--- src/rtl/mfd_pkg.sv ---
// Shared types, codes and constants of the message frame decoder.
package mfd_pkg;

   localparam int LENGTH_WIDTH_DEF = 32;
   localparam int HEADER_BYTES     = 8;
   localparam int CSR_INDEX_W      = 8;
   localparam int CSR_DATA_W       = 32;

   localparam logic [CSR_INDEX_W-1:0] REG_VERSION_CODE = 8'd0;
   localparam logic [CSR_INDEX_W-1:0] REG_MAX_BODY     = 8'd1;
   localparam logic [CSR_INDEX_W-1:0] REG_HELLO_CODE   = 8'd2;
   localparam logic [CSR_INDEX_W-1:0] REG_DATA_CODE    = 8'd3;

   localparam logic [7:0]  VERSION_CODE_RST = 8'd1;
   localparam logic [31:0] MAX_BODY_RST     = 32'd65536;
   localparam logic [7:0]  HELLO_CODE_RST   = 8'd1;
   localparam logic [7:0]  DATA_CODE_RST    = 8'd2;

   typedef enum logic [1:0] {
      PH_LENGTH,
      PH_HEADER,
      PH_BODY
   } phase_type;

   typedef enum logic [1:0] {
      KIND_ORIGIN,
      KIND_PAYLOAD,
      KIND_EMPTY,
      KIND_MALFORMED
   } kind_type;

   typedef struct packed {
      logic [7:0]  version_code;
      logic [31:0] max_body;
      logic [7:0]  hello_code;
      logic [7:0]  data_code;
   } cfg_type;

   typedef struct packed {
      kind_type    kind;
      logic [7:0]  value_byte;
      logic [7:0]  msg_type;
      logic [7:0]  hop_count;
      logic [31:0] sequence_res;
      logic [7:0]  origin_length;
      logic        frame_last;
   } result_type;

endpackage

--- src/rtl/mfd_if.sv ---
// Channel interfaces of the message frame decoder: byte requests, results, register writes.
interface mfd_byte_if;
   logic       valid;
   logic       ready;
   logic [7:0] data_byte;

   modport source (output valid, output data_byte, input ready);
   modport sink (input valid, input data_byte, output ready);
endinterface

interface mfd_result_if;
   logic        valid;
   logic        ready;
   logic [1:0]  kind;
   logic [7:0]  value_byte;
   logic [7:0]  msg_type;
   logic [7:0]  hop_count;
   logic [31:0] sequence_res;
   logic [7:0]  origin_length;
   logic        frame_last;

   modport source (output valid, output kind, output value_byte, output msg_type,
                   output hop_count, output sequence_res, output origin_length,
                   output frame_last, input ready);
   modport sink (input valid, input kind, input value_byte, input msg_type,
                 input hop_count, input sequence_res, input origin_length,
                 input frame_last, output ready);
endinterface

interface mfd_csr_if;
   logic        valid;
   logic        ready;
   logic [7:0]  index;
   logic [31:0] data;

   modport source (output valid, output index, output data, input ready);
   modport sink (input valid, input index, input data, output ready);
endinterface

--- src/rtl/mfd_core.sv ---
// Frame parser: length, header checks, origin and payload tagging, one byte per request.
module mfd_core import mfd_pkg::*; #(
   parameter int LENGTH_WIDTH = LENGTH_WIDTH_DEF
) (
   input  logic       clock,
   input  logic       reset,
   input  logic       in_fire,
   input  logic [7:0] in_byte,
   input  cfg_type    cfg,
   output logic       out_valid,
   output result_type out_result
);

   localparam int LEN_BYTES = LENGTH_WIDTH / 8;
   localparam int BW        = LEN_BYTES * 8;

   localparam logic [BW-1:0] LEN_LAST    = BW'(LEN_BYTES - 1);
   localparam logic [BW-1:0] HDR_LAST    = BW'(HEADER_BYTES - 1);
   localparam logic [BW-1:0] HDR_BYTES   = BW'(HEADER_BYTES);
   localparam logic [BW-1:0] IDX_VERSION = BW'(0);
   localparam logic [BW-1:0] IDX_TYPE    = BW'(1);
   localparam logic [BW-1:0] IDX_HOPS    = BW'(2);
   localparam logic [BW-1:0] IDX_ORIGIN  = BW'(3);

   phase_type     phase_ff, phase_in;
   logic [BW-1:0] idx_ff, idx_in;
   logic [BW-1:0] body_ff, body_in;
   logic [7:0]    type_ff, type_in;
   logic [7:0]    hops_ff, hops_in;
   logic [7:0]    origin_ff, origin_in;
   logic [31:0]   seq_ff, seq_in;
   logic          error_ff, error_in;

   logic          emit;
   kind_type      emit_kind;
   logic [7:0]    emit_value;
   logic          emit_last;
   logic          fail;
   logic [BW-1:0] body_base;
   logic [BW-1:0] body_next;
   logic [BW-1:0] remaining;

   logic          res_valid_ff;
   result_type    res_ff;

   assign body_base = (idx_ff == '0) ? '0 : body_ff;
   assign body_next = {body_base[BW-9:0], in_byte};
   assign remaining = body_ff - HDR_BYTES;

   always_comb begin
      phase_in   = phase_ff;
      idx_in     = idx_ff;
      body_in    = body_ff;
      type_in    = type_ff;
      hops_in    = hops_ff;
      origin_in  = origin_ff;
      seq_in     = seq_ff;
      error_in   = error_ff;
      emit       = 1'b0;
      emit_kind  = KIND_MALFORMED;
      emit_value = 8'd0;
      emit_last  = 1'b1;
      fail       = 1'b0;

      if (in_fire && !error_ff) begin
         case (phase_ff)
            PH_LENGTH: begin
               // Header fields of the previous frame are cleared on the first length byte.
               if (idx_ff == '0) begin
                  type_in   = 8'd0;
                  hops_in   = 8'd0;
                  origin_in = 8'd0;
                  seq_in    = 32'd0;
               end
               body_in = body_next;
               idx_in  = idx_ff + BW'(1);
               if (idx_ff == LEN_LAST) begin
                  idx_in = '0;
                  if ((33'(body_next) > 33'(cfg.max_body)) || (body_next < HDR_BYTES)) begin
                     fail = 1'b1;
                  end else begin
                     phase_in = PH_HEADER;
                  end
               end
            end
            PH_HEADER: begin
               idx_in = idx_ff + BW'(1);
               if (idx_ff == IDX_VERSION) begin
                  fail = (in_byte != cfg.version_code);
               end else if (idx_ff == IDX_TYPE) begin
                  type_in = in_byte;
                  fail    = (in_byte != cfg.hello_code) && (in_byte != cfg.data_code);
               end else if (idx_ff == IDX_HOPS) begin
                  hops_in = in_byte;
               end else if (idx_ff == IDX_ORIGIN) begin
                  origin_in = in_byte;
                  fail      = (HDR_BYTES + BW'(in_byte)) > body_ff;
               end else begin
                  seq_in = {seq_ff[23:0], in_byte};
               end
               if (!fail && idx_ff == HDR_LAST) begin
                  idx_in = '0;
                  if (body_ff == HDR_BYTES) begin
                     phase_in  = PH_LENGTH;
                     emit      = 1'b1;
                     emit_kind = KIND_EMPTY;
                  end else begin
                     phase_in = PH_BODY;
                  end
               end
            end
            PH_BODY: begin
               emit       = 1'b1;
               emit_kind  = (idx_ff < BW'(origin_ff)) ? KIND_ORIGIN : KIND_PAYLOAD;
               emit_value = in_byte;
               emit_last  = (idx_ff + BW'(1)) >= remaining;
               if (emit_last) begin
                  phase_in = PH_LENGTH;
                  idx_in   = '0;
               end else begin
                  idx_in = idx_ff + BW'(1);
               end
            end
            default: begin
               phase_in = PH_LENGTH;
               idx_in   = '0;
            end
         endcase

         if (fail) begin
            error_in   = 1'b1;
            emit       = 1'b1;
            emit_kind  = KIND_MALFORMED;
            emit_value = 8'd0;
            emit_last  = 1'b1;
         end
      end
   end

   always_ff @(posedge clock) begin
      if (reset) begin
         phase_ff     <= PH_LENGTH;
         idx_ff       <= '0;
         error_ff     <= 1'b0;
         res_valid_ff <= 1'b0;
      end else begin
         phase_ff     <= phase_in;
         idx_ff       <= idx_in;
         error_ff     <= error_in;
         res_valid_ff <= emit;
      end
   end

   // Header fields need no reset: the first length byte of each frame clears them.
   always_ff @(posedge clock) begin
      body_ff   <= body_in;
      type_ff   <= type_in;
      hops_ff   <= hops_in;
      origin_ff <= origin_in;
      seq_ff    <= seq_in;
      if (emit) begin
         res_ff.kind          <= emit_kind;
         res_ff.value_byte    <= emit_value;
         res_ff.msg_type      <= type_in;
         res_ff.hop_count     <= hops_in;
         res_ff.sequence_res  <= seq_in;
         res_ff.origin_length <= origin_in;
         res_ff.frame_last    <= emit_last;
      end
   end

   assign out_valid  = res_valid_ff;
   assign out_result = res_ff;

   a_error_sticky: assert property (@(posedge clock) disable iff (reset)
      error_ff |=> error_ff)
      else $error("error latch cleared without reset");

   a_silent_after_error: assert property (@(posedge clock) disable iff (reset)
      $past(error_ff) |-> !res_valid_ff)
      else $error("result produced after a malformed frame");

   a_body_longer_than_header: assert property (@(posedge clock) disable iff (reset)
      (phase_ff == PH_BODY) |-> (body_ff > HDR_BYTES))
      else $error("body phase entered with no origin or payload bytes");

   a_header_index: assert property (@(posedge clock) disable iff (reset)
      (phase_ff == PH_HEADER) |-> (idx_ff <= HDR_LAST))
      else $error("header byte index out of range");

   a_body_index: assert property (@(posedge clock) disable iff (reset)
      (phase_ff == PH_BODY) |-> (idx_ff < remaining))
      else $error("body byte index passed the end of the frame");

endmodule

--- src/rtl/mfd_queue.sv ---
// Two-entry result queue that lets requests flow while a result waits to be taken.
module mfd_queue import mfd_pkg::*; (
   input  logic       clock,
   input  logic       reset,
   input  logic       push,
   input  result_type push_data,
   input  logic       pop_ready,
   output logic       pop_valid,
   output result_type pop_data,
   output logic       has_room
);

   result_type entry_ff [2];
   logic       wr_ptr_ff, wr_ptr_in;
   logic       rd_ptr_ff, rd_ptr_in;
   logic [1:0] count_ff, count_in;
   logic       pop;

   assign pop_valid = (count_ff != 2'd0);
   assign pop       = pop_valid && pop_ready;
   assign pop_data  = entry_ff[rd_ptr_ff];
   // Room counts the result arriving from the parser and the one leaving this cycle, so the
   // result of a request accepted now always finds a free entry when it reaches the queue.
   assign has_room  = (count_in != 2'd2);

   always_comb begin
      wr_ptr_in = push ? !wr_ptr_ff : wr_ptr_ff;
      rd_ptr_in = pop ? !rd_ptr_ff : rd_ptr_ff;
      count_in  = count_ff + 2'(push) - 2'(pop);
   end

   always_ff @(posedge clock) begin
      if (reset) begin
         wr_ptr_ff <= 1'b0;
         rd_ptr_ff <= 1'b0;
         count_ff  <= 2'd0;
      end else begin
         wr_ptr_ff <= wr_ptr_in;
         rd_ptr_ff <= rd_ptr_in;
         count_ff  <= count_in;
      end
   end

   always_ff @(posedge clock) begin
      if (push) begin
         entry_ff[wr_ptr_ff] <= push_data;
      end
   end

   a_no_overflow: assert property (@(posedge clock) disable iff (reset)
      (count_ff == 2'd2) |-> !(push && !pop))
      else $error("result queue overflow");

   a_count_range: assert property (@(posedge clock) disable iff (reset)
      count_ff != 2'd3)
      else $error("result queue count out of range");

   a_pointer_gap: assert property (@(posedge clock) disable iff (reset)
      ((count_ff == 2'd0) || (count_ff == 2'd2)) |-> (wr_ptr_ff == rd_ptr_ff))
      else $error("result queue pointers disagree with count");

endmodule

--- src/rtl/message_frame_decoder.sv ---
// Top level of the message frame decoder: register port, frame parser and result queue.
//
// The decoder takes one stream byte per request and accepts a request in every clock cycle in
// which req_if.ready is high; a byte's result, if it has one, passes through the parser's result
// register and then the result queue before it is offered on rsp_if.
// Results pass through a two-entry queue. req_if.ready drops in a cycle where the queue,
// counting the result on its way in and the one rsp_if takes in that cycle, would hold two
// results, so it follows rsp_if.ready within the cycle; with rsp_if.ready held high requests
// never stall. After a malformed frame is reported, bytes are still accepted but dropped until
// reset. Register writes on csr_if are always accepted and should be made only while the
// decoder is idle.
module message_frame_decoder import mfd_pkg::*; #(
   parameter int LENGTH_WIDTH = LENGTH_WIDTH_DEF
) (
   input logic             clock,
   input logic             reset,
   mfd_byte_if.sink        req_if,
   mfd_result_if.source    rsp_if,
   mfd_csr_if.sink         csr_if
);

   cfg_type    cfg_ff, cfg_in;
   logic       req_fire;
   logic       core_valid;
   result_type core_result;
   result_type queue_data;
   logic       has_room;

   assign csr_if.ready = 1'b1;

   always_comb begin
      cfg_in = cfg_ff;
      if (csr_if.valid) begin
         case (csr_if.index)
            REG_VERSION_CODE: cfg_in.version_code = csr_if.data[7:0];
            REG_MAX_BODY:     cfg_in.max_body     = csr_if.data;
            REG_HELLO_CODE:   cfg_in.hello_code   = csr_if.data[7:0];
            REG_DATA_CODE:    cfg_in.data_code    = csr_if.data[7:0];
            default:          cfg_in              = cfg_ff;
         endcase
      end
   end

   always_ff @(posedge clock) begin
      if (reset) begin
         cfg_ff.version_code <= VERSION_CODE_RST;
         cfg_ff.max_body     <= MAX_BODY_RST;
         cfg_ff.hello_code   <= HELLO_CODE_RST;
         cfg_ff.data_code    <= DATA_CODE_RST;
      end else begin
         cfg_ff <= cfg_in;
      end
   end

   assign req_if.ready = has_room;
   assign req_fire     = req_if.valid && has_room;

   mfd_core #(
      .LENGTH_WIDTH (LENGTH_WIDTH)
   ) u_core (
      .clock      (clock),
      .reset      (reset),
      .in_fire    (req_fire),
      .in_byte    (req_if.data_byte),
      .cfg        (cfg_ff),
      .out_valid  (core_valid),
      .out_result (core_result)
   );

   mfd_queue u_queue (
      .clock     (clock),
      .reset     (reset),
      .push      (core_valid),
      .push_data (core_result),
      .pop_ready (rsp_if.ready),
      .pop_valid (rsp_if.valid),
      .pop_data  (queue_data),
      .has_room  (has_room)
   );

   assign rsp_if.kind          = queue_data.kind;
   assign rsp_if.value_byte    = queue_data.value_byte;
   assign rsp_if.msg_type      = queue_data.msg_type;
   assign rsp_if.hop_count     = queue_data.hop_count;
   assign rsp_if.sequence_res  = queue_data.sequence_res;
   assign rsp_if.origin_length = queue_data.origin_length;
   assign rsp_if.frame_last    = queue_data.frame_last;

endmodule

--- src/flat_wrapper.sv ---
// flat-port wrapper written by rule: the top's interface ports become plain ports
module message_frame_decoder_flat import mfd_pkg::*;
#(
   parameter int LENGTH_WIDTH = LENGTH_WIDTH_DEF
)
  (clock, reset, req_if_valid, req_if_data_byte, req_if_ready, rsp_if_valid, rsp_if_kind, rsp_if_value_byte, rsp_if_msg_type, rsp_if_hop_count, rsp_if_sequence_res, rsp_if_origin_length, rsp_if_frame_last, rsp_if_ready, csr_if_valid, csr_if_index, csr_if_data, csr_if_ready);
  mfd_byte_if req_if_i ();
  mfd_result_if rsp_if_i ();
  mfd_csr_if csr_if_i ();
  input logic clock;
  input logic reset;
  input wire logic [$bits(req_if_i.valid)-1:0] req_if_valid;
  input wire logic [$bits(req_if_i.data_byte)-1:0] req_if_data_byte;
  output wire logic [$bits(req_if_i.ready)-1:0] req_if_ready;
  output wire logic [$bits(rsp_if_i.valid)-1:0] rsp_if_valid;
  output wire logic [$bits(rsp_if_i.kind)-1:0] rsp_if_kind;
  output wire logic [$bits(rsp_if_i.value_byte)-1:0] rsp_if_value_byte;
  output wire logic [$bits(rsp_if_i.msg_type)-1:0] rsp_if_msg_type;
  output wire logic [$bits(rsp_if_i.hop_count)-1:0] rsp_if_hop_count;
  output wire logic [$bits(rsp_if_i.sequence_res)-1:0] rsp_if_sequence_res;
  output wire logic [$bits(rsp_if_i.origin_length)-1:0] rsp_if_origin_length;
  output wire logic [$bits(rsp_if_i.frame_last)-1:0] rsp_if_frame_last;
  input wire logic [$bits(rsp_if_i.ready)-1:0] rsp_if_ready;
  input wire logic [$bits(csr_if_i.valid)-1:0] csr_if_valid;
  input wire logic [$bits(csr_if_i.index)-1:0] csr_if_index;
  input wire logic [$bits(csr_if_i.data)-1:0] csr_if_data;
  output wire logic [$bits(csr_if_i.ready)-1:0] csr_if_ready;
  assign req_if_i.valid = req_if_valid;
  assign req_if_i.data_byte = req_if_data_byte;
  assign req_if_ready = req_if_i.ready;
  assign rsp_if_valid = rsp_if_i.valid;
  assign rsp_if_kind = rsp_if_i.kind;
  assign rsp_if_value_byte = rsp_if_i.value_byte;
  assign rsp_if_msg_type = rsp_if_i.msg_type;
  assign rsp_if_hop_count = rsp_if_i.hop_count;
  assign rsp_if_sequence_res = rsp_if_i.sequence_res;
  assign rsp_if_origin_length = rsp_if_i.origin_length;
  assign rsp_if_frame_last = rsp_if_i.frame_last;
  assign rsp_if_i.ready = rsp_if_ready;
  assign csr_if_i.valid = csr_if_valid;
  assign csr_if_i.index = csr_if_index;
  assign csr_if_i.data = csr_if_data;
  assign csr_if_ready = csr_if_i.ready;
  message_frame_decoder #(.LENGTH_WIDTH(LENGTH_WIDTH)) u_core (.clock(clock), .reset(reset), .req_if(req_if_i), .rsp_if(rsp_if_i), .csr_if(csr_if_i));
endmodule
--- config.mk ---
export PLATFORM = sky130hd
export DESIGN_NAME = message_frame_decoder_flat
export DESIGN_NICKNAME = d
export VERILOG_FILES = /design/src/rtl/mfd_pkg.sv /design/src/rtl/mfd_if.sv /design/src/rtl/mfd_core.sv /design/src/rtl/mfd_queue.sv /design/src/rtl/message_frame_decoder.sv /design/src/flat_wrapper.sv
export SDC_FILE = /design/constraint.sdc
export NUM_CORES = 1
export LEC_CHECK = 0
export ABC_AREA = 1
export BUFFER_PORTS_ARGS = -buffer_cell sky130_fd_sc_hd__buf_2
export CORE_MARGIN = 2
export CORE_UTILIZATION = 65
export CTS_CLUSTER_DIAMETER = 50
export CTS_CLUSTER_SIZE = 12
export DETAILED_ROUTE_END_ITERATION = 8
export HOLD_SLACK_MARGIN = 0.06
export PLACE_DENSITY_LB_ADDON = 0.1
export SLEW_MARGIN = 10
export SYNTH_ARGS = -nofsm -noshare
export SYNTH_HDL_FRONTEND = slang
export SYNTH_SLANG_ARGS = --single-unit
--- constraint.sdc ---
create_clock -name clock -period 8.96 [get_ports clock]
set_input_delay 0.896 -clock clock [delete_from_list [all_inputs] [get_ports clock]]
set_output_delay 0.896 -clock clock [all_outputs]
set_load 0.01 [all_outputs]
# [After elaboration in Yosys (flattened, before gate mapping)]
# Memories as Yosys holds them, arrays and structs flattened. A register that Yosys moved wholly into a read port is not among the register bits.
# Cells that the tools add are included.
[word_totals] word_cells=136 mem_bits_rw=134 memories=1 reg_bits=251
[mem_list] memory="u_core.u_queue.entry_ff" depth=2 width=67 read_ports=1 rd_ports_with_merged_regs=1 wr=1 line="mfd_queue.sv:13" text="result_type entry_ff [2];"
[classes] reduce_logical=23 magnitude_cmp=5 n_mux=59 eq_ne=18 addsub=5 bitwise=2
[ops] cell="$mux W32" n=9
[ops] cell="$mux W8" n=15
[ops] cell="$pmux W32 S3" n=1
[ops] cell="$eq A32 B2 Y1 const B" n=2
[ops] cell="$pmux W32 S2" n=1
[ops] cell="$pmux W8 S2" n=3
[ops] cell="$add A32 B1 Y32 const B" n=1
[ops] cell="$eq A32 B1 Y1 const B" n=1
[ops] cell="$eq A32 B3 Y1 const B" n=1
[ops] cell="$eq A32 B4 Y1 const B" n=1
[ops] cell="$ge A32 B32 Y1" n=1
[ops] cell="$gt A32 B32 Y1" n=1
[ops] cell="$gt A9 B32 Y1" n=1
[ops] cell="$logic_not A32 Y1" n=1
[ops] cell="$lt A32 B4 Y1 const B" n=1
[ops] cell="$lt A32 B8 Y1" n=1
[ops] cell="$sub A32 B4 Y32 const B" n=1
[ops] cell="$mux W24" n=1
[ops] cell="$ne A8 B8 Y1" n=3
[ops] cell="$mux W1" n=20
[ops] cell="$eq A8 B2 Y1 const B" n=2
[ops] cell="$reduce_and A2 Y1" n=6
[ops] cell="$mux W2" n=5
[ops] cell="$ne A2 B2 Y1 const B" n=5
[ops] cell="19 further kinds" n=28

# [Depth between registers and ports, before layout]
# Gate-level depths: netlist (run 1).
[logic_depth] word_depth=14 ltp_mapped=25 mapped_depth_nobuf=25

# [Hierarchy]
# A second synthesis (run 1) with hierarchy kept.
[hier_totals] cells_unflattened=1904 area_unflattened_um2=18798.0
[modules_own_cells] module="mfd_core" n_inst=1 area_each_um2=11090.6 cells_per_inst=1301
[modules_own_cells] module="mfd_queue" n_inst=1 area_each_um2=5193.7 cells_per_inst=246
[modules_own_cells] module="message_frame_decoder" n_inst=1 area_each_um2=2513.7 cells_per_inst=357

# [Worst setup path after synthesis (run 1)]
# OpenSTA, ideal clock, no wires.
[synth_path] path_kind="reg-to-reg" start="register u_core.u_core.idx_ff[1]" end="register u_core.u_core.res_ff (netlist bit u_core.u_core.out_result[0]) (enable)" path_stages_with_launch=22 arrival_time_ps=4159 synth_period_minus_slack_ps=4586 slack_ps=4374 cell_sequence="dfxtp_1 > inv_1 > ha_1 > nand2_1 > nor2_1 > nand2_1 > nor2_4 > buf_1 > nor2_1 > ha_1 > nand2_1 > nor2_1 > nand2_1 > nor4_1 > nand2_1 > nand2_1 > nand2_1 > nand2_1 > nand3_1 > nand2_1 > nand2_1 > nand2_1"
[synth_via] elab_cells_between_ends=25
[synth_rtl] element="from (decl)" line="mfd_core.sv:26" text="logic [BW-1:0] idx_ff, idx_in;"
[synth_rtl] element="from (signal assigned)" line="mfd_core.sv:148" text="idx_ff <= idx_in;"
[synth_rtl] element="$logic_not A32 Y1 (*)" line="mfd_core.sv:46" text="assign body_base = (idx_ff == '0) ? '0 : body_ff;"
[synth_rtl] element="$mux W24 (*)" line="mfd_core.sv:46"
[synth_rtl] element="net u_core.u_core.body_base[23]" line="mfd_core.sv:39" text="logic [BW-1:0] body_base;"
[synth_rtl] element="$gt A32 B32 Y1 or $lt A32 B4 Y1 (tied branches)" line="mfd_core.sv:79" text="if ((33'(body_next) > 33'(cfg.max_body)) || (body_next < HDR_BYTES)) begin"
[synth_rtl] element="$logic_or A1 B1 Y1 (*)" line="mfd_core.sv:79"
[synth_rtl] element="$mux W1 (*)" line="mfd_core.sv:79"
[synth_rtl] element="$mux W1 (*)" line="mfd_core.sv:77" text="if (idx_ff == LEN_LAST) begin"
[synth_rtl] element="$pmux W1 S2 (*)" line="mfd_core.sv:66" text="case (phase_ff)"
[synth_rtl] element="$mux W1 (*)" line="mfd_core.sv:65" text="if (in_fire && !error_ff) begin"
[synth_rtl] element="$mux W1 (*)" line="mfd_core.sv:130" text="if (fail) begin"
[synth_rtl] element="$mux W1 (*)" line="mfd_core.sv:65"
[synth_rtl] element="net u_core.u_core.emit" line="mfd_core.sv:34" text="logic emit;"
[synth_rtl] element="to (decl)" line="mfd_core.sv:44" text="result_type res_ff;"
# Mark *: on every way through the listed nets, which the timed path passes. The rest lies on a longest branch. The select of a mux whose other input is x is not followed.
# A chain may end at the register's enable or synchronous reset.

# [Final worst setup path (run 1)]
[layout_path] start="register u_core.u_core.idx_ff[0]" end="register u_core.u_core.res_ff (netlist bit u_core.u_core.out_result[65]) (enable)"
# The elaborated chain is that of the path after synthesis.

==> results of run 1 <==
[how the worst min path moves through the flow]
stage                                                    from                                       end  slack (ns)  cells after the start
floorplan           u_core.u_core.out_result[0]$_SDFFCE_PP1P_   u_core.u_queue.entry_ff[0][0]$_DFFE_PP_        0.42                      0
global placement       u_core.u_core.out_result[39]$_DFFE_PP_  u_core.u_queue.entry_ff[0][39]$_DFFE_PP_        0.42                      0
detailed placement     u_core.u_core.out_result[27]$_DFFE_PP_  u_core.u_queue.entry_ff[1][27]$_DFFE_PP_        0.43                      0
CTS                    u_core.u_core.out_result[27]$_DFFE_PP_  u_core.u_queue.entry_ff[1][27]$_DFFE_PP_        0.44                      0
global route           u_core.u_core.out_result[48]$_DFFE_PP_  u_core.u_queue.entry_ff[0][48]$_DFFE_PP_        0.45                      0
finish                 u_core.u_core.out_result[48]$_DFFE_PP_  u_core.u_queue.entry_ff[0][48]$_DFFE_PP_        0.45                      0
[layout by cell type, fill, tap and decap left out, types with 29 or more instances in the layout]
| cell type | netlist | final |
|---|---|---|
| buf_2 | 10 | 121 |
| nand2_1 | 314 | 313 |
| edfxtp_1 | 233 | 233 |
| nand4_1 | 29 | 29 |
| a21oi_1 | 125 | 124 |
| o21ai_0 | 129 | 129 |
| inv_1 | 230 | 229 |
| clkbuf_16 | 0 | 45 |
| mux2_2 | 67 | 67 |
| ha_1 | 93 | 93 |
| nand3_1 | 51 | 51 |
| xor2_1 | 56 | 56 |
| nor2_1 | 133 | 131 |
| dfxtp_1 | 153 | 152 |
[per-layer routing]
| layer | up-vias | GRT usage, % |
|---|---|---|
| met4 | 0 | 8.18 |
| met3 | 83 | 3.84 |
| met1 | 6126 | 35.4 |
| met5 | - | 0 |
| li1 | 6512 | - |
| met2 | 424 | 44.2 |
[flip-flops by register name, indices dropped and copies added (netlist names), named ones only]
register,cells
u_core.u_queue.entry_ff,134
u_core.u_core.out_result,67
u_core.cfg_ff,56
u_core.u_core.body_ff,32
u_core.u_core.idx_ff,32
u_core.u_core.seq_ff,32
u_core.u_core.hops_ff,8
u_core.u_core.origin_ff,8
u_core.u_core.type_ff,8
u_core.u_core.phase_ff,2
u_core.u_queue.count_ff,2
u_core.u_core.error_ff,1
u_core.u_core.out_valid,1
u_core.u_queue.rd_ptr_ff,1
u_core.u_queue.wr_ptr_ff,1
[where the power goes]
part           internal (W)  switching (W)  leakage [nW]
logic              0.000449       0.000968          3.96
clock network      0.000986       0.000685         0.650
registers           0.00204      0.0000861          3.40
[through the flow]
step	utilization [%]	hold WS (ns)
after floorplan	-	0.421
after global placement	69.1	0.425
after detailed placement	69.1	0.430
after CTS	73.9	0.445
after global routing	73.9	0.452
final	73.9	0.446
[cell type report]
| class | count | area, sq um | area share [%] |
|---|---|---|---|
| multi-input combinational | 1166 | 7050 | 34.3 |
| inverter | 247 | 927 | 4.51 |
| tap | 378 | 473 | 2.30 |
| sequential | 386 | 10100 | 49.0 |
| clock buffer | 70 | 1240 | 6.04 |
| timing repair buffer | 132 | 688 | 3.35 |
| clock inverter | 8 | 108 | 0.524 |
[worst max-delay path: cells and delay by family, from the launching register on]
kind	cells	cell delay, ns
simple gates	17	2.48
buf+inv	2	0.83
fa+ha+maj	2	0.52
flops	1	0.37
[kinds of logic after synthesis]
kind of cell / after synthesis
flip-flops: 386
other: 1
AND/OR/NAND/NOR: 604
adder cells (fa/ha/maj): 93
multiplexers: 67
XOR/XNOR: 74
buffers and inverters: 305
AO/OA/AOI/OAI: 327
==> impl_metrics.json, run 1 <==
{
  "synth_area_leaders": "edfxtp_1, dfxtp_1, nand2_1, ha_1, inv_1",
  "dp_slack_ns": 4.41,
  "fillers": 2076,
  "vias": 13145,
  "routed_wl_um": 38800,
  "cp_slowest_cell": "buf_4",
  "synth.distinct_cells": 52,
  "critPathMaxFanout": 67,
  "crit_type": "flip-flop to flip-flop",
  "ys_ff_latch": 386,
  "die_x_um": 172,
  "drt_pass1_iterations": 6,
  "num_rows": 61,
  "grt_pass1_wl_um": 61500,
  "synth-simple-area-share_pct": 14.8,
  "synthMuxAreaShare_pct": 4.12,
  "setup.worst_path.end": "u_core.u_core.out_result[65]$_SDFFCE_PP1P_",
  "synthesis.area_sq_um": 18300,
  "synth_edf_count": 233,
  "drv_cap": 0,
  "tns_ns": 0,
  "yosysTopAreaCell": "edfxtp_1",
  "p_total_w": 0.00521,
  "worstHoldPathType": "flip-flop to flip-flop",
  "dieArea_sq_um": 29500,
  "ys_seq_area_share_pct": 55.0,
  "num_io_pins": 123,
  "worstRegToRegCells": 21,
  "crit_path_start_kind": "flip-flop",
  "tightest_slew_ns": 1.21,
  "highest_layer": "met4",
  "cp_data_arrival_time_ns": 4.80,
  "fp.dieH_um": 172,
  "postLayoutCellArea_sq_um": 20500,
  "period_share_pct": 51.9,
  "wl_met2_um": 18500,
  "syn-num-nets": 2003,
  "antenna_found_initial": 0,
  "yosysMostFrequentCell": "nand2_1",
  "r2r-start": "u_core.u_core.idx_ff[0]$_SDFFE_PP0P_",
  "async_flop_share_pct": 0,
  "p_per_area_nw_per_um2": 254,
  "numClockSinks": 386,
  "cts_tree": "yes",
  "detailroute.wirelength.met3_um": 2330,
  "place_congestion": 0.934,
  "path_common_cell": "nand2_1",
  "start_util_pct": 65.8,
  "synthAdderAreaFrac_pct": 6.36,
  "report.final.slew_viol_count": 0,
  "worst_ir_drop_vdd_mv": 0.212,
  "grt_overflow": 0,
  "clk_pin_slew_ns": 0.06,
  "grt_max_degree": 68,
  "p_leak_nw": 8.01,
  "netlist_top_cells_count": "nand2_1, edfxtp_1, inv_1, dfxtp_1, nor2_1",
  "critPathMaxStageDelay_ns": 0.66,
  "yosys_warnings": 0,
  "cts_max_path_buffers": 3,
  "via_per_inst": 5.51,
  "post-place-cells": 2309,
  "final_nets": 2121,
  "cts_resized": 0,
  "cts_root_buffer": "clkbuf_16",
  "htreeDepth": 2,
  "synth_top_family_by_area": "simple AND/OR/NAND/NOR gates",
  "wl_per_cell_um": 16.2,
  "grt_usage_pct": 26.3,
  "finalClockSkew_ns": 0.0294,
  "final_cells": 2387,
  "fmax_mhz": 215,
  "period_minus_slack_ns": 4.65,
  "clkLatencyLatePin_ns": 0.54,
  "postCtsHoldBufs": 0,
  "synth_compound_area_share_pct": 9.57,
  "postSynthCellCount": 1857,
  "setup_ws_ns": 4.31,
  "syn_avg_cell_area_sq_um": 9.85,
  "numCtsBuffers": 42,
  "coreArea_sq_um": 27800,
  "drtIter0Drc": 1036,
  "synth_xor_area_share_pct": 3.58,
  "relSlewSlack_pct": 19.3,
  "cts_setup_buffers": 0,
  "path_cells": "inv_2 -> ha_1 -> nand2_1 -> nor2_1 -> nand2_1 -> nor2_4 -> nor2_1 -> ha_1 -> nand2_1 -> nor2_1 -> nand2_1 -> nor4_1 -> nand2_1 -> nand2_1 -> nand2_1 -> nand2_1 -> nand3_1 -> nand2_1 -> nand2_1 -> nand2_2 -> buf_4",
  "dp_hpwl_um": 27200,
  "io_buffers": 121,
  "synth-main-ff-cell": "edfxtp_1",
  "drc": 0,
  "worstSetupStartpoint": "u_core.u_core.idx_ff[0]$_SDFFE_PP0P_",
  "final_antenna_net_count": 0,
  "grt_pass1_vias": 12469,
  "endpoint_kind": "flip-flop",
  "placed_cell_area_sq_um": 19200,
  "layout-drive-gt1-share_pct": 15.6,
  "setup_viol": 0,
  "rrSetupSlack_ns": 4.31,
  "status": "finished, final reports clean",
  "met1_length_um": 16800,
  "hold_viol_final": 0,
  "r2r-end": "u_core.u_core.out_result[65]$_SDFFCE_PP1P_",
  "diodes": 0,
  "rsz0062_at_grt": "no",
  "synth_top_area_share_pct": 38.2,
  "syn_to_final_growth_pct": 12.3,
  "critPathRequiredTime_ns": 9.10
}
No activity file was read; power rests on OpenSTA's default activity.
==> run 2: changes to the inputs <==
--- a/config.mk
+++ b/config.mk
@@ -8,7 +8,7 @@
 export ABC_AREA = 1
 export BUFFER_PORTS_ARGS = -buffer_cell sky130_fd_sc_hd__buf_2
 export CORE_MARGIN = 2
-export CORE_UTILIZATION = 65
+export CORE_UTILIZATION = 61
 export CTS_CLUSTER_DIAMETER = 50
 export CTS_CLUSTER_SIZE = 12
 export DETAILED_ROUTE_END_ITERATION = 8
==> constraint.sdc (replaced) <==
create_clock -name clock -period 4.5 [get_ports clock]
set_input_delay 0.45 -clock clock [delete_from_list [all_inputs] [get_ports clock]]
set_output_delay 0.45 -clock clock [all_outputs]
set_load 0.01 [all_outputs]
==> impl_metrics.json, run 2 (synthesis results as in run 1) <==
{
  "worstSetupStartpoint": "u_core.u_core.idx_ff[1]$_SDFFE_PP0P_",
  "cts_root_buffer": "clkbuf_16",
  "wl_per_cell_um": 16.1,
  "numClockSinks": 386,
  "setup_viol": 0,
  "cp_data_arrival_time_ns": 4.34,
  "path_common_cell": "nand2_1",
  "drv_cap": 0,
  "final_antenna_net_count": 0,
  "rsz0062_at_grt": "no",
  "io_buffers": 121,
  "start_util_pct": 61.9,
  "cts_resized": 0,
  "numCtsBuffers": 44,
  "fillers": 2292,
  "diodes": 0,
  "critPathMaxFanout": 22,
  "cp_top_family": "simple AND/OR/NAND/NOR gates",
  "grt_max_degree": 68,
  "hold_viol_final": 0,
  "largest_reg_flops": 134,
  "vias": 13045,
  "htreeDepth": 2,
  "via_per_inst": 5.41,
  "mostFrequentLayoutCells": "nand2_1, edfxtp_1, inv_1, dfxtp_1, nor2_1",
  "crit_type": "flip-flop to flip-flop",
  "clk_pin_slew_ns": 0.06,
  "crit_path_start_kind": "flip-flop",
  "p_switching_w": 0.00350,
  "tns_ns": 0,
  "cp_slowest_cell": "nor4_1",
  "num_rows": 63,
  "cts_setup_buffers": 0,
  "worstHoldPathType": "input port to flip-flop",
  "finalClockSkew_ns": 0.0182,
  "critPathMaxStageDelay_ns": 0.42,
  "fmax_mhz": 244,
  "r2r-start": "u_core.u_core.idx_ff[1]$_SDFFE_PP0P_",
  "period_minus_slack_ns": 4.10,
  "antenna_found_initial": 0,
  "intPower_w": 0.00689,
  "min_from": "csr_if_data[16]",
  "clkPwrFrac_pct": 31.9,
  "routed_wl_um": 38700,
  "postCtsHoldBufs": 0,
  "grt_usage_pct": 25.1,
  "p_per_area_nw_per_um2": 503,
  "die_x_um": 177,
  "power_frac_comb_pct": 27.4,
  "seqPwrFrac_pct": 40.7,
  "endpoint_kind": "flip-flop",
  "status": "finished, final reports clean",
  "dp_hpwl_um": 27300,
  "cts_tree": "yes",
  "drc": 0,
  "largest_register": "u_core.u_queue.entry_ff",
  "path_cells": "inv_1 -> ha_1 -> nand2_1 -> nor2_1 -> nand2_1 -> nor2_4 -> nor2_1 -> ha_1 -> nand2_1 -> nor2_1 -> nand2_1 -> nor4_1 -> nand2_1 -> nand2_1 -> nand2_1 -> nand2_1 -> nand3_1 -> nand2_1 -> nand2_1 -> nand2_2 -> buf_12",
  "crit_buf_inv": 2,
  "coreArea_sq_um": 29600,
  "critPathRequiredTime_ns": 4.75,
  "period_share_pct": 91.0,
  "dieArea_sq_um": 31400,
  "final_nets": 2131,
  "grt_overflow": 0,
  "sw_frac_of_total_pct": 33.7,
  "drt_pass1_iterations": 7,
  "grt_pass1_wl_um": 62900,
  "grt_pass1_vias": 12460,
  "final_common_cell": "nand2_1",
  "p_leak_nw": 8.07,
  "drtIter0Drc": 1156,
  "layout-drive-gt1-share_pct": 16.3,
  "relSlewSlack_pct": 41.6,
  "clkLatencyLatePin_ns": 0.54,
  "fp.dieH_um": 177,
  "report.final.slew_viol_count": 0,
  "place_congestion": 0.919,
  "multi_input_area_sq_um": 7050,
  "tightest_slew_ns": 0.875,
  "num_io_pins": 123,
  "cts_max_path_buffers": 3,
  "syn_to_final_growth_pct": 13.0,
  "whs_ns": 0.157,
  "worst_ir_drop_vdd_mv": 0.358,
  "seq_area_sq_um": 10100
}
[run 2: metrics by stage]
step | area [sq um] | setup slack (ns) | total power (W) | util [%] | cells
final | 20700 | 0.404 | 0.0104 | 69.9 | 2410
after detailed placement | 19300 | 0.451 | 0.00713 | 65.3 | 2329
after CTS | 20700 | 0.409 | 0.0104 | 69.9 | 2410
after floorplan | 18300 | 0.559 | 0.00636 | - | 1857
after global routing | 20700 | 0.0822 | 0.0110 | 69.9 | 2410
after global placement | 19300 | 0.497 | 0.00707 | 65.3 | 2329
[run 2: worst register-to-register path, cell delays in order, from the launching register on]
cell     delay, ns
dfxtp_1       0.35
inv_1         0.17
ha_1          0.19
nand2_1       0.05
nor2_1        0.13
nand2_1       0.10
nor2_4        0.38
nor2_1        0.13
ha_1          0.31
nand2_1       0.07
nor2_1        0.14
nand2_1       0.10
nor4_1        0.42
nand2_1       0.10
nand2_1       0.08
nand2_1       0.06
nand2_1       0.13
nand3_1       0.11
nand2_1       0.10
nand2_1       0.10
nand2_2       0.32
buf_12        0.23
[run 2: metal layers]
layer  wire length, um  up-vias  global-route usage (%)
met5                 0        -                       0
met4               937        0                    7.37
met3              2080       69                    3.69
met2             18300      363                    41.1
met1             17400     6078                    34.9
li1                  -     6535                       -
[run 2: final cells by class]
class,instances,share of cell area [%]
inverter,247,4.49
tap,390,2.36
timing repair buffer,140,3.80
multi-input combinational,1166,34.1
sequential,386,48.7
clock inverter,15,0.696
clock buffer,66,5.87
[run 2: power groups by stage]
stage                     Clock, W  Combinational (W)  Sequential, W
after CTS                  0.00337            0.00284        0.00423
after global routing       0.00351            0.00320        0.00426
after global placement           0            0.00277        0.00429
after floorplan                  0            0.00211        0.00425
after detailed placement         0            0.00283        0.00430
final                      0.00331            0.00284        0.00423
[run 2: final timing paths]
| kind | slack, ns | to | cells after the start |
|---|---|---|---|
| max reg2reg | 0.40 | u_core.u_core.out_result[17]$_DFFE_PP_ | 21 |
| min | 0.16 | u_core.cfg_ff[32]$_SDFFE_PP1P_ | 3 |
| max | 0.40 | u_core.u_core.out_result[17]$_DFFE_PP_ | 21 |
| min reg2reg | 0.44 | u_core.u_queue.entry_ff[1][0]$_DFFE_PP_ | 0 |
==> run 3: changes to the inputs <==
--- a/config.mk
+++ b/config.mk
@@ -7,8 +7,10 @@
 export LEC_CHECK = 0
 export ABC_AREA = 1
 export BUFFER_PORTS_ARGS = -buffer_cell sky130_fd_sc_hd__buf_2
+export CELL_PAD_IN_SITES_DETAIL_PLACEMENT = 1
+export CELL_PAD_IN_SITES_GLOBAL_PLACEMENT = 1
 export CORE_MARGIN = 2
-export CORE_UTILIZATION = 61
+export CORE_UTILIZATION = 48
 export CTS_CLUSTER_DIAMETER = 50
 export CTS_CLUSTER_SIZE = 12
 export DETAILED_ROUTE_END_ITERATION = 8
==> impl_metrics.json, run 3 (synthesis results as in run 1) <==
{
  "mostFrequentLayoutCells": "nand2_1, edfxtp_1, inv_1, dfxtp_1, nor2_1",
  "drc": 0,
  "htreeDepth": 2,
  "fp.dieH_um": 199,
  "fillers": 4256,
  "cts_setup_buffers": 0,
  "clkLatencyLatePin_ns": 0.58,
  "critPathMaxStageDelay_ns": 0.41,
  "status": "finished, final reports clean",
  "via_per_inst": 5.28,
  "layout-drive-gt1-share_pct": 16.2,
  "start_util_pct": 48.7,
  "numCtsBuffers": 46,
  "cts_tree": "yes",
  "r2r-start": "u_core.u_core.idx_ff[0]$_SDFFE_PP0P_",
  "crit_type": "flip-flop to flip-flop",
  "rrSetupSlack_ns": 0.44,
  "whs_ns": 0.108,
  "vias": 13366,
  "final_nets": 2130,
  "p_total_w": 0.0107,
  "place_congestion": 0.891,
  "cp_data_arrival_time_ns": 4.29,
  "worstHoldPathType": "input port to flip-flop",
  "finalClockSkew_ns": 0.0326,
  "cts_max_path_buffers": 3,
  "worst_ir_drop_vdd_mv": 0.300,
  "grt_usage_pct": 23.9,
  "endpoint_kind": "flip-flop",
  "grt_max_degree": 68,
  "dp_hpwl_um": 33500,
  "io_buffers": 121,
  "postCtsHoldBufs": 0,
  "sw_frac_of_total_pct": 34.7,
  "p_per_area_nw_per_um2": 513,
  "syn_to_final_growth_pct": 13.9,
  "period_minus_slack_ns": 4.06,
  "path_cells": "inv_2 -> ha_1 -> nand2_1 -> nor2_1 -> nand2_1 -> nor2_4 -> nor2_1 -> ha_1 -> nand2_1 -> nor2_1 -> nand2_1 -> nor4_1 -> buf_4 -> nand2_1 -> nand2_1 -> nand2_1 -> nand2_1 -> nand3_1 -> nand2_1 -> nand2_1 -> nand2_2 -> buf_12",
  "cts_root_buffer": "clkbuf_16",
  "power_frac_comb_pct": 27.8,
  "path_common_cell": "nand2_1",
  "grt_overflow": 0,
  "drtIter0Drc": 609,
  "largest_reg_flops": 134,
  "rsz0062_at_grt": "no",
  "seqPwrFrac_pct": 39.9,
  "num_io_pins": 123,
  "final_common_cell": "nand2_1",
  "num_rows": 71,
  "final_antenna_net_count": 0,
  "dieArea_sq_um": 39700,
  "cts_resized": 0,
  "relSlewSlack_pct": 33.0,
  "hold_viol_final": 0,
  "antenna_found_initial": 0,
  "crit_path_start_kind": "flip-flop",
  "p_leak_nw": 8.07,
  "critPathMaxFanout": 54,
  "grt_pass1_vias": 13864,
  "routed_wl_um": 46700,
  "min_to": "u_core.cfg_ff[32]$_SDFFE_PP1P_",
  "worstHoldPathCells": 3,
  "diodes": 0,
  "fmax_mhz": 246,
  "wl_per_cell_um": 18.4,
  "setup_viol": 0,
  "r2r-end": "u_core.u_core.out_result[0]$_SDFFCE_PP1P_",
  "tns_ns": 0,
  "drv_cap": 0,
  "period_share_pct": 90.3,
  "grt_pass1_wl_um": 73700,
  "min_from": "csr_if_data[16]",
  "largest_register": "u_core.u_queue.entry_ff",
  "numClockSinks": 386,
  "clk_pin_slew_ns": 0.06,
  "intPower_w": 0.00697,
  "worstRegToRegCells": 22,
  "p_switching_w": 0.00371,
  "drt_pass1_iterations": 4,
  "tightest_slew_ns": 1.00,
  "clkPwrFrac_pct": 32.4,
  "critPathRequiredTime_ns": 4.73,
  "cp_slowest_cell": "nor2_4",
  "report.final.slew_viol_count": 0,
  "coreArea_sq_um": 37600,
  "die_x_um": 199
}
[run 3: cell count changes in the layout (fill, tap and decap cells not counted), moves of 2 or more]
cell and delta:
clkinv_1 +3, inv_6 +3, clkbuf_8 -2, clkbuf_1 -2
buf_4 -3, clkbuf_16 +3
[run 3: metal layers]
metal	track usage (%)	part of all wire (%)
met1	30.8	45
met2	41.8	50
met3	3.00	3.3
met4	7.24	2.2
met5	0	0
[run 3: per-stage QoR]
stage                     worst slack, ns  instances  area (sq um)  util, %
after floorplan                     0.559       1857         18300        -
after global placement              0.636       2447         19400     51.7
after detailed placement            0.494       2447         19400     51.7
after CTS                           0.466       2530         20800     55.4
after global routing               0.0299       2530         20800     55.4
final                               0.436       2530         20800     55.4
[run 3: worst max-delay path, delay by kind of cell (launching register included)]
kind	cells	cell delay (ns)
buffers and inverters	3	0.65
adder cells (fa/ha/maj)	2	0.54
flip-flops	1	0.38
AND/OR/NAND/NOR	17	2.09
[run 3: final cells by class]
| cell class | instances | area [sq um] | area share [%] |
|---|---|---|---|
| Clock buffer | 65 | 1250 | 6.02 |
| Tap cell | 511 | 639 | 3.07 |
| Sequential cell | 386 | 10100 | 48.3 |
| Timing Repair Buffer | 137 | 763 | 3.66 |
| Clock inverter | 18 | 144 | 0.691 |
| Multi-Input combinational cell | 1166 | 7050 | 33.8 |
| Inverter | 247 | 927 | 4.45 |
[run 3: power groups by stage]
stage | clock [W] | combinational, W | sequential, W
3_5_place_dp | 0 | 0.00298 | 0.00433
4_1_cts | 0.00353 | 0.00301 | 0.00426
2_1_floorplan | 0 | 0.00211 | 0.00425
5_1_grt | 0.00365 | 0.00334 | 0.00428
3_3_place_gp | 0 | 0.00288 | 0.00431
6_report | 0.00346 | 0.00297 | 0.00426
[run 3: worst max-delay path by stage]
stage,from,end,slack [ns]
finish,u_core.u_core.idx_ff[0]$_SDFFE_PP0P_,u_core.u_core.out_result[0]$_SDFFCE_PP1P_,0.44
global route,u_core.u_core.idx_ff[1]$_SDFFE_PP0P_,u_core.u_core.out_result[4]$_DFFE_PP_,0.03
CTS,u_core.u_core.idx_ff[0]$_SDFFE_PP0P_,u_core.u_core.out_result[46]$_DFFE_PP_,0.47
detailed placement,u_core.u_core.idx_ff[1]$_SDFFE_PP0P_,u_core.u_core.out_result[55]$_DFFE_PP_,0.49
global placement,u_core.u_core.idx_ff[0]$_SDFFE_PP0P_,u_core.u_core.out_result[54]$_DFFE_PP_,0.64
floorplan,u_core.u_core.idx_ff[1]$_SDFFE_PP0P_,u_core.u_core.out_result[0]$_SDFFCE_PP1P_,0.56
